File: config.mk
export PLATFORM = sky130hd
export DESIGN_NAME = fhvn_merge
export DESIGN_NICKNAME = d
export VERILOG_FILES = /design/src/hw/rtl/fhvn_pkg.sv /design/src/hw/rtl/fhvn_merge.sv
export SDC_FILE = /design/constraint.sdc
export NUM_CORES = 1
export LEC_CHECK = 0
export BUFFER_PORTS_ARGS = -buffer_cell sky130_fd_sc_hd__buf_2
export CELL_PAD_IN_SITES_DETAIL_PLACEMENT = 1
export CELL_PAD_IN_SITES_GLOBAL_PLACEMENT = 2
export CORE_MARGIN = 3
export CORE_UTILIZATION = 26
export DETAILED_ROUTE_END_ITERATION = 7
export GPL_ROUTABILITY_DRIVEN = 0
export PLACE_DENSITY_LB_ADDON = 0.1
export SYNTH_ARGS = -nofsm -noshare
export SYNTH_HDL_FRONTEND = slang
export SYNTH_SLANG_ARGS = --single-unit
export TNS_END_PERCENT = 5
File: constraint.sdc
create_clock -name vclk -period 6.7
set_input_delay 1.34 -clock vclk [all_inputs]
set_output_delay 1.34 -clock vclk [all_outputs]
set_load 0.1 [all_outputs]
File: src/hw/rtl/fhvn_pkg.sv
// fhvn_pkg: types, constants and state encodings for the fractal hash value noise block.
// No dependencies; imported by the scramble, lane, merge and top-level files.
`timescale 1ns / 1ps
package fhvn_pkg;

    localparam int VAL_W     = 40;
    localparam int OFF_W     = 48;
    localparam int FRAC_BITS = 16;
    localparam int POS_W     = 64 + 2 * FRAC_BITS;

    localparam logic [63:0] SM_GAMMA = 64'h9E3779B97F4A7C15;
    localparam logic [63:0] SM_MUL1  = 64'hBF58476D1CE4E5B9;
    localparam logic [63:0] SM_MUL2  = 64'h94D049BB133111EB;
    localparam logic [63:0] COMP_MIX = 64'h000000009E3779B9;
    localparam logic [63:0] OCT_MIX  = 64'h0000000085EBCA6B;

    localparam logic [1:0] LAST_PHASE = 2'd2;

    localparam logic [2:0] REG_SEED = 3'd0;
    localparam logic [2:0] REG_FREQ = 3'd1;
    localparam logic [2:0] REG_AMP  = 3'd2;
    localparam logic [2:0] REG_OCT  = 3'd3;
    localparam logic [2:0] REG_MULT = 3'd4;

    typedef enum logic [2:0] {SC_IDLE, SC_MUL1, SC_MIX, SC_MUL2, SC_FIN} scr_state_t;
    typedef enum logic [2:0] {LN_IDLE, LN_ISSUE, LN_WAIT, LN_BLEND, LN_ACC} lane_state_t;
    typedef enum logic [2:0] {STEP_SEED, STEP_HN, STEP_SA, STEP_HN1, STEP_SB} step_t;
    typedef enum logic [1:0] {T_IDLE, T_CALC, T_LAUNCH, T_RUN} top_state_t;

    typedef struct packed {
        logic       start;
        logic [4:0] octs;
    } lane_ctl_t;

    typedef struct packed {
        logic busy;
        logic finished;
    } lane_stat_t;

endpackage

File: src/hw/rtl/fhvn_merge.sv
// fhvn_merge: combines lane offsets with the base components, saturating to 40 bits
// and zeroing components past the count. Depends on fhvn_pkg.
`timescale 1ns / 1ps
module fhvn_merge
    import fhvn_pkg::*;
#(
    parameter int N_LANES = 4
)
(
    input  logic signed [VAL_W-1:0] base [4],
    input  logic signed [OFF_W-1:0] off [N_LANES],
    input  logic [2:0]              comps,
    output logic signed [VAL_W-1:0] wig [4]
);

    for (genvar c = 0; c < 4; c++)
    begin : g_comp
        if (c < N_LANES)
        begin : g_used
            logic signed [OFF_W:0] sum;
            always_comb
            begin
                sum = {{(OFF_W + 1 - VAL_W){base[c][VAL_W-1]}}, base[c]}
                    + {off[c][OFF_W-1], off[c]};
                if (3'(c) >= comps)
                    wig[c] = '0;
                else if (sum[OFF_W] && !(&sum[OFF_W-1:VAL_W-1]))
                    wig[c] = {1'b1, {(VAL_W - 1){1'b0}}};
                else if (!sum[OFF_W] && (|sum[OFF_W-1:VAL_W-1]))
                    wig[c] = {1'b0, {(VAL_W - 1){1'b1}}};
                else
                    wig[c] = sum[VAL_W-1:0];
            end
        end
        else
        begin : g_unused
            assign wig[c] = '0;
        end
    end

endmodule

# ---- Yosys cells after proc, flatten, opt, wreduce, memory -nomap -nowiden
# Cells that the tools add are included.
dict set report totals {
  ff_bits 0
  latch_bits 0
  mem_bits_rw 0
  mem_bits_ro 0
  out_inout_bits 160
  word_cells 44
  n_memories 0
}
dict set report classes {
  addsub 4
  multipliers 0
  div_mod_pow 0
  order_cmp 4
  eq_ne 0
  shifts 0
  n_mux 12
  bitwise_logic 0
  reduce_logical 24
}
# cell count
set ops {}
lappend ops {{two-way mux 40 bit} 12}
lappend ops {{adder 40 x 48 -> 49 bit} 4}
lappend ops {{AND reduction 9 bit} 4}
lappend ops {{OR reduction 9 bit} 4}
lappend ops {{logical AND 1 bit} 8}
lappend ops {{logical NOT 1 bit} 8}
lappend ops {{greater-or-equal comparator 1 x 3 -> 1 bit (first input constant)} 2}
lappend ops {{greater-or-equal comparator 2 x 3 -> 1 bit (first input constant)} 2}

# ---- Logic depth before layout (Yosys ltp)
# Gate-level depths: netlist of the first run.
dict set report depth {
  word_depth 6
  mapped_depth 16
  depth_no_buf 14
}

# ---- Least setup slack after synthesis of the first run
# OpenSTA, ideal clock, no wires.
dict set report synth_timing {
  path_type {input port to output port}
  from {input port base[0] in the netlist's numbering}
  to {output port wig[29] in the netlist's numbering}
  t_arrival_ps 5612
  t_required_ps 5360
  setup_slack_ps -252
  path_stages 16
  path_buffers 2
  path_cell_list {ha_1 > inv_1 > fa_1 > nand2b_1 > a21o_1 > a21oi_1 > a2bb2oi_1 > a21boi_1 > o21ai_1 > xor2_1 > nand4_1 > nor4_1 > a32oi_1 > clkbuf_1 > clkbuf_1 > a21oi_1}
}
# item line
set synth_rtl {}
lappend synth_rtl {{start, declared} fhvn_merge.sv:10} ;# input logic signed [VAL_W-1:0] base [4],
lappend synth_rtl {{end, declared} fhvn_merge.sv:13} ;# output logic signed [VAL_W-1:0] wig [4]

==> out/results.tsv, run 1 <==
metric	value	unit
Post-synth top cells	337 x a21oi_1, 192 x ha_1, 180 x nand2_1, 117 x nor2_1, 110 x o21ai_0	
Area contributors post-synth	ha_1 20%, a21oi_1 14%, xnor2_1 6.8%, xor2_1 6.1%, nand2_1 5.6%	
worst min-delay path class	in -> out	
num sequential	0	
sequential fraction of the synthesis area	0	%
syn avg cell area	6.593	sq um
Storage cell area	0	sq um
final wirelength	57.73	mm
Yosys top cell area share	19.90	%
Max Fanout on Critical Path	10	
CP Data Required Time	5.36	ns
crit path capture type	output port	
crit start category	input pin	
Die Wd	221.5	microns
Cell Area, Synth	12070	sq um
Synth Area in XOR/XNOR	12.91	%
final core occ	38.15	%
Antenna Nets Post-Route	0	
number of DRC markers in iteration 0	474	
P_int	1.166	mW
Mapped Cells	1831	
cts hold-fix bufs	0	
largest net degree at the start of global routing	40	
P_leak	7.936	nW
io pins	515	
first drt pass iteration count	5	
Syn. warnings	0	
die height	221.5	microns
Die Area	49050	sq um
Port Buf Inserts	515	
fraction of layout cells with a size suffix above 1	25.52	%
initial antenna violation count	22	
Final period util	96.37	%
setup TNS	0	ns
Starting Density	26.49	%
most frequent cell after synthesis	a21oi_1	
Finished Layout Cells	2900	
CP arrival	5.12	ns
switching portion of total power	66.91	%
post-synthesis mux area share	0.5182	%
Clk pwr share	0	%
fin area	17390	sq um
GRT Util Overall	21.78	%
post-place instance area	17180	sq um
switching power	2.357	mW
row cnt	78	
Final Hold Viols	0	
Remaining Overflow, GRT	0	
number of remaining DRC errors	0	
multi-input logic area	11640	sq um
setup violators final	0	
area leader, netlist	ha_1	
outcome	completed	
Seq pwr share	0	%
combinational power share	100.0	%
final worst slack	0.2435	ns
pre-CTS setup slack	0.004130	ns
vias in the first global route	16550	
fmax	0.1549	GHz
Avg WL per Cell	19.91	microns
first-pass GRT wire length	89.91	mm
post-synth cell types	77	
max_slew headroom	61.76	%
PD cells	202.6	nW/um^2
Fill cells	5747	
drt via density	5.364	
Max Cap Viol	0	
Tot Pwr	3.523	mW
NumNets Final	2845	
hpwl dp	50.19	mm
adder-cell share of the synthesized area	20.56	%
placed cell count	2887	
total core area	45580	sq um
combinational family with the most area after synthesis	compound AO/OA/AOI/OAI gates	
Syn Nets	2382	
Slew Viols, Final	0	
Vias	15560	
compound-gate portion of the synthesized area	41.00	%
critical path class	in -> out	
hold_ws	3.223	ns
Post-Synth Simple-Gate Area	20.40	%
P&R area growth vs syn	44.04	%
Final min period	6.456	ns
clkbuf count	0	
Slew @ Worst Pin	0.5709	ns
worst IR drop on VDD	130.1	uV
## power groups by stage
| stage | Clock, mW | Sequential [mW] | Combinational [mW] |
|---|---|---|---|
| 2_1_floorplan | 0 | 0 | 2.36 |
| 3_3_place_gp | 0 | 0 | 3.47 |
| 3_5_place_dp | 0 | 0 | 3.49 |
| 4_1_cts | 0 | 0 | 3.50 |
| 5_1_grt | 0.000000140 | 0 | 3.73 |
| 6_report | 0.000000160 | 0 | 3.52 |
## layout make-up
type / instances / area share, %
repair buffers: 548 / 27.56
inverters: 48 / 1.036
multi-input cells: 1696 / 66.97
diodes: 8 / 0.1151
well taps: 600 / 4.317
## critical path, stage by stage
cell and delay [ns]:
buf_2 0.11, ha_1 0.47, nand4_1 0.17, a2111oi_1 0.46, o221ai_1 0.28, a21oi_2 0.27, nor2_1 0.13, o31ai_1 0.38
xor2_1 0.23, nand4b_1 0.19, nor3_4 0.23, buf_4 0.18, a21oi_4 0.15, a21oi_1 0.18, clkbuf_4 0.35
## routing by layer
layer / wire length, microns / vias up / part of all wire (%) / GRT usage (%)
li1: - / 7806 / - / -
met5: 169 / - / 0.29 / 0
met3: 2475 / 74 / 4.3 / 3.635
met4: 1053 / 30 / 1.8 / 3.633
met1: 25030 / 7342 / 43 / 26.99
met2: 29000 / 305 / 50 / 40.01
## cells by family (layout without fill, tap and decap cells)
family                     count (synthesis)  in the layout
buffers and inverters                    137            596
AOI/OAI and AO/OA                        794            796
other                                      0              8
muxes                                      6              6
xor gates and xnor gates                 178            178
adders and majority gates                196            196
and+or+nand+nor                          520            520
## path summary, 6_finish.rpt
check                 depth (start not counted)        to  startpoint  slack [ns]
worst max-delay path                         15  wig[118]    base[90]        0.24
worst min-delay path                          4   wig[40]     off[48]        3.22
## cells in the final DEF, fill, tap and decap left out, types with 5 or more instances in the layout
master / count
a221o_1: 5
o31ai_1: 8
nor2b_1: 15
o21bai_1: 21
nand2b_1: 19
a31oi_1: 22
diode_2: 8
a211oi_1: 22
o2111ai_1: 5
ha_1: 192
o221ai_1: 5
nand4_1: 44
o21ai_0: 110
o21ai_1: 14
nor3_1: 43
o31a_1: 7
buf_2: 359
buf_4: 33
o21a_1: 61
buf_12: 126
a21oi_1: 334
or3_1: 9
a21o_1: 78
xnor2_1: 93
and4_1: 6
o41ai_1: 10
nand3_1: 34
or2_2: 5
nor4_1: 12
nand2_1: 180
clkbuf_4: 30
xor2_1: 84
and2_1: 12
inv_1: 48
o211ai_1: 19
nor2_1: 116
## timing repair
action                                  4_1_cts  5_1_grt
cloned                                        0        2
pin swaps                                     0        3
resized for setup                             2       51
setup buffers                                 0        3
endpoints found under the setup margin        2      108
No activity file was read; power rests on OpenSTA's default activity.
==> run 2: changes to the inputs <==
- CORE_UTILIZATION: 26 -> 23
- clock period: 6.7 -> 5.6 ns (I/O delays scaled with it)
==> out/results.tsv, run 2 (synthesis gave the netlist of run 1 again) <==
metric	value	unit	change
Max Fanout on Critical Path	8		was 10
crit path capture type	output port		unchanged
Crit path largest cell delay	0.59	ns	was 0.47 ns
Crit path max-delay family	compound AO/OA/AOI/OAI gates		unchanged
outcome	finished, violations left		was completed
P_leak	9.949	nW	was 7.936 nW
Vias	17000		was 15560
Storage cell area	0	sq um	unchanged
most frequent cells in the layout	353 x buf_2, 321 x buf_4, 196 x a21oi_1, 184 x ha_1, 180 x nand2_1		was 359 x buf_2, 334 x a21oi_1, 192 x ha_1, 180 x nand2_1, 126 x buf_12
first-pass GRT wire length	101.0	mm	was 89.91 mm
RSZ-0062 raised after global routing	yes		
post-place instance area	20110	sq um	was 17180 sq um
Die Area	55270	sq um	was 49050 sq um
CP arrival	4.68	ns	was 5.12 ns
critical path class	in -> out		unchanged
total core area	51610	sq um	was 45580 sq um
worst path buffer plus inverter count	4		was 3
largest net degree at the start of global routing	40		unchanged
Final min period	5.800	ns	
switching portion of total power	62.03	%	was 66.91%
final worst slack	-0.2000	ns	was 0.2435 ns
hold_ws	2.758	ns	was 3.223 ns
final wirelength	65.49	mm	was 57.73 mm
failing checks	negative setup slack		
CP cell instances	buf_6 -> ha_4 -> inv_2 -> fa_2 -> nand2b_4 -> a21oi_4 -> o2111ai_2 -> o22ai_2 -> nor4_4 -> o41a_1 -> o41ai_2 -> xor2_1 -> nand4b_1 -> o41a_4 -> clkbuf_16 -> o21a_1 -> buf_12		was buf_2 -> ha_1 -> nand4_1 -> a2111oi_1 -> o221ai_1 -> a21oi_2 -> nor2_1 -> o31ai_1 -> xor2_1 -> nand4b_1 -> nor3_4 -> buf_4 -> a21oi_4 -> a21oi_1 -> clkbuf_4
GR peak layer	met2		unchanged
Avg WL per Cell	19.75	microns	was 19.91 microns
Clk pwr share	0	%	about the same
clkbuf count	0		unchanged
max_slew headroom	61.37	%	was 61.76%
die height	235.1	microns	was 221.5 microns
P_int	1.926	mW	was 1.166 mW
Slew @ Worst Pin	0.5734	ns	was 0.5709 ns
commonest non-fill, non-tap cell in the layout	buf_2		unchanged
Die Wd	235.1	microns	was 221.5 microns
combinational power share	100.0	%	about the same
first drt pass iteration count	4		was 5
NumNets Final	3163		was 2845
Antenna Nets Post-Route	0		unchanged
PD cells	230.3	nW/um^2	was 202.6 nW/um^2
row cnt	83		was 78
CP Data Required Time	4.48	ns	was 5.36 ns
Port Buf Inserts	515		unchanged
Final period util	103.6	%	
Starting Density	23.39	%	was 26.49%
Final Hold Viols	0		unchanged
GRT Util Overall	21.93	%	was 21.78%
Remaining Overflow, GRT	0		unchanged
P&R area growth vs syn	82.48	%	was 44.04%
switching power	3.147	mW	was 2.357 mW
highest-delay cell along the critical path	o41a_4		was ha_1
Max Cap Viol	0		unchanged
number of DRC markers in iteration 0	545		was 474
crit start category	input pin		unchanged
worst min-delay path class	in -> out		unchanged
setup violators final	82		was 0
io pins	515		unchanged
initial antenna violation count	35		was 22
setup TNS	-11.94	ns	was 0 ns
fraction of layout cells with a size suffix above 1	43.07	%	was 25.52%
vias in the first global route	18600		was 16550
Seq pwr share	0	%	about the same
fin area	22030	sq um	was 17390 sq um
met2 global-route usage	41.67	%	was 40.01%
number of remaining DRC errors	0		unchanged
drt via density	5.126		was 5.364
Slew Viols, Final	0		unchanged
GRT met1 Usage	25.73	%	was 26.99%
hpwl dp	55.86	mm	was 50.19 mm
pre-CTS setup slack	-0.6144	ns	was 0.004130 ns
worst IR drop on VDD	211.2	uV	was 130.1 uV
met3 GRT Util	3.550	%	was 3.635%
fmax	0.1724	GHz	
num sequential	0		unchanged
-- run 2: changes by cell type in the layout (fill, tap and decap cells not counted), moves of 21 or more --
| cell | before | now |
|---|---|---|
| buf_4 | 33 | 321 |
| a21oi_2 | 3 | 106 |
| a21oi_4 | 3 | 36 |
| a21oi_1 | 334 | 196 |
| buf_8 | 0 | 21 |
| buf_12 | 126 | 147 |
| clkbuf_4 | 30 | 0 |
-- run 2: path summary, 6_finish.rpt --
kind	from	endpoint	depth (start not counted)
worst max-delay path	off[48]	wig[72]	17
worst min-delay path	comps[2]	wig[39]	3
-- run 2: area by class of cell --
cell class / count / area (sq um)
Multi-Input combinational cell: 1694 / 13010
Inverter: 48 / 180.2
Fill cell: 6317 / 29580
Timing Repair Buffer: 868 / 7923
Antenna cell: 26 / 65.06
Tap cell: 680 / 850.8
-- run 2: per-layer routing --
layer | vias to the layer above | part of all wire (%)
met5 | - | 0.20
met4 | 22 | 2.0
met3 | 83 | 4.6
met2 | 329 | 52
met1 | 8107 | 41
li1 | 8457 | -
-- run 2: stage by stage --
stage          cells  power [mW]  utilization (%)
2_1_floorplan   1831       2.923                -
3_3_place_gp    3262       4.617            38.96
3_5_place_dp    3262       4.655            38.96
4_1_cts         3279       4.975            41.48
5_1_grt         3309       5.338            42.65
6_report        3316       5.073            42.68
-- run 2: tightest hold or removal path, stage by stage --
cell and delay, ns:
buf_2 0.17, nor2b_1 0.18, buf_12 0.17
-- run 2: power by group through the flow --
stage	sequential [mW]	combinational (mW)	clock (mW)
final	0	5.07	0.000000622
after global routing	0	5.34	0.000000454
after detailed placement	0	4.66	0
after floorplan	0	2.92	0
after CTS	0	4.98	0
after global placement	0	4.62	0
-- run 2: timing repair --
item                       4_1_cts  5_1_grt
setup endpoints to repair      156      156
cloned                           8        5
hold buffers                     0        0
pin swaps                       30       59
setup buffers                   10        6
gates resized for setup        222       77
==> run 3: changes to the inputs <==
- ABC_CLOCK_PERIOD_IN_PS: unset -> 5600
- CORE_ASPECT_RATIO: unset -> 1.75
==> out/results.tsv, run 3 (synthesis gave the netlist of run 1 again) <==
metric	value	unit	change
Die Area	55380	sq um	was 55270 sq um
RSZ-0062 raised after global routing	yes		unchanged
Remaining Overflow, GRT	0		unchanged
number of remaining DRC errors	0		unchanged
Slew Viols, Final	0		unchanged
P_int	1.961	mW	was 1.926 mW
initial antenna violation count	26		was 35
switching portion of total power	61.68	%	was 62.03%
Starting Density	23.33	%	was 23.39%
Final period util	103.4	%	was 103.6%
drt via density	5.190		was 5.126
GRT Util Overall	22.58	%	was 21.93%
combinational power share	100.0	%	about the same
number of DRC markers in iteration 0	484		was 545
Seq pwr share	0	%	about the same
switching power	3.156	mW	was 3.147 mW
largest net degree at the start of global routing	40		unchanged
die height	309.1	microns	was 235.1 microns
P_leak	10.12	nW	was 9.949 nW
Port Buf Inserts	515		unchanged
hpwl dp	57.41	mm	was 55.86 mm
most frequent cells in the layout	372 x buf_4, 353 x buf_2, 197 x a21oi_1, 180 x nand2_1, 176 x ha_1		was 353 x buf_2, 321 x buf_4, 196 x a21oi_1, 184 x ha_1, 180 x nand2_1
commonest non-fill, non-tap cell in the layout	buf_4		was buf_2
vias in the first global route	19280		was 18600
Slew @ Worst Pin	0.6621	ns	was 0.5734 ns
Final min period	5.790	ns	was 5.800 ns
P&R area growth vs syn	85.23	%	was 82.48%
NumNets Final	3207		was 3163
PD cells	228.8	nW/um^2	was 230.3 nW/um^2
Storage cell area	0	sq um	unchanged
final wirelength	67.27	mm	was 65.49 mm
fin area	22360	sq um	was 22030 sq um
crit path capture type	output port		unchanged
fmax	0.1727	GHz	was 0.1724 GHz
fraction of layout cells with a size suffix above 1	44.05	%	was 43.07%
row cnt	110		was 83
Vias	17360		was 17000
worst IR drop on VDD	165.5	uV	was 211.2 uV
placed cell count	3286		was 3262
CP Data Required Time	4.48	ns	about the same
Clk pwr share	0	%	about the same
setup TNS	-10.92	ns	was -11.94 ns
final core occ	43.21	%	was 42.68%
num sequential	0		unchanged
Max Fanout on Critical Path	13		was 8
Antenna Nets Post-Route	0		unchanged
Die Wd	179.2	microns	was 235.1 microns
critical path class	in -> out		unchanged
clkbuf count	0		unchanged
final worst slack	-0.1898	ns	was -0.2000 ns
CP Launch Point	base[47]		was off[48]
total core area	51750	sq um	was 51610 sq um
first-pass GRT wire length	101.7	mm	was 101.0 mm
post-place instance area	20180	sq um	was 20110 sq um
Fill cells	6342		was 6317
outcome	finished, violations left		unchanged
Final Hold Viols	0		unchanged
failing checks	negative setup slack		unchanged
critical path endpoint	wig[52]		was wig[72]
io pins	515		unchanged
Min-Delay Path Depth	3		unchanged
multi-input logic area	13040	sq um	was 13010 sq um
max_slew headroom	55.86	%	was 61.37%
setup violators final	98		was 82
first drt pass iteration count	6		was 4
worst min-delay path class	in -> out		unchanged
crit start category	input pin		unchanged
Avg WL per Cell	20.12	microns	was 19.75 microns
Finished Layout Cells	3344		was 3316
CP arrival	4.67	ns	was 4.68 ns
Max Cap Viol	0		unchanged
==> run 3: stage by stage <==
step / setup WS (ns) / hold slack [ns] / power, mW
after floorplan: -0.5947 / 2.677 / 2.923
after global placement: -0.5553 / 2.733 / 4.599
after detailed placement: -0.6410 / 2.735 / 4.639
after CTS: -0.1848 / 2.736 / 5.011
after global routing: -0.3578 / 2.751 / 5.389
final: -0.1898 / 2.736 / 5.117
==> run 3: worst min-delay path by stage <==
stage / start / end / slack, ns
final: comps[2] / wig[39] / 2.74
after global routing: comps[2] / wig[39] / 2.75
after CTS: comps[2] / wig[39] / 2.74
after detailed placement: comps[2] / wig[39] / 2.73
after global placement: comps[2] / wig[39] / 2.73
after floorplan: comps[2] / wig[39] / 2.68
==> run 3: timing repair <==
action	4_1_cts	5_1_grt
gates cloned	5	5
pin swaps	25	32
hold buffers	0	0
gates resized for setup	263	90
endpoints found under the setup margin	156	157
buffers inserted	21	9
==> run 3: cell type report <==
class                           count  share of cell area (%)
Inverter                           48                  0.8058
Antenna cell                       18                  0.2014
Tap cell                          672                   3.760
Timing Repair Buffer              912                   36.91
Multi-Input combinational cell   1694                   58.32
==> run 3: metal layers <==
layer	wire (microns)	global-route usage [%]	part of all wire, %
met1	23480	22.13	35
met2	38700	48.03	58
met3	3310	3.390	4.9
met4	1703	4.608	2.5
met5	76	0	0.11
==> run 3: power groups by stage <==
stage                     clock network (mW)  logic [mW]  registers, mW
final                            0.000000431        5.12              0
after detailed placement                   0        4.64              0
after global placement                     0        4.60              0
after CTS                                  0        5.01              0
after floorplan                            0        2.92              0
after global routing             0.000000239        5.39              0
==> run 3: worst max-delay path: stages <==
cell       delay [ns]
buf_2            0.12
ha_4             0.24
buf_4            0.14
nand2_1          0.08
o21ai_0          0.13
a221o_1          0.36
a21o_2           0.23
a31o_4           0.27
a31oi_4          0.23
o31a_4           0.21
xor2_1           0.23
nand4b_1         0.15
o41a_1           0.40
buf_4            0.19
clkbuf_16        0.17
o21a_1           0.22
buf_12           0.17
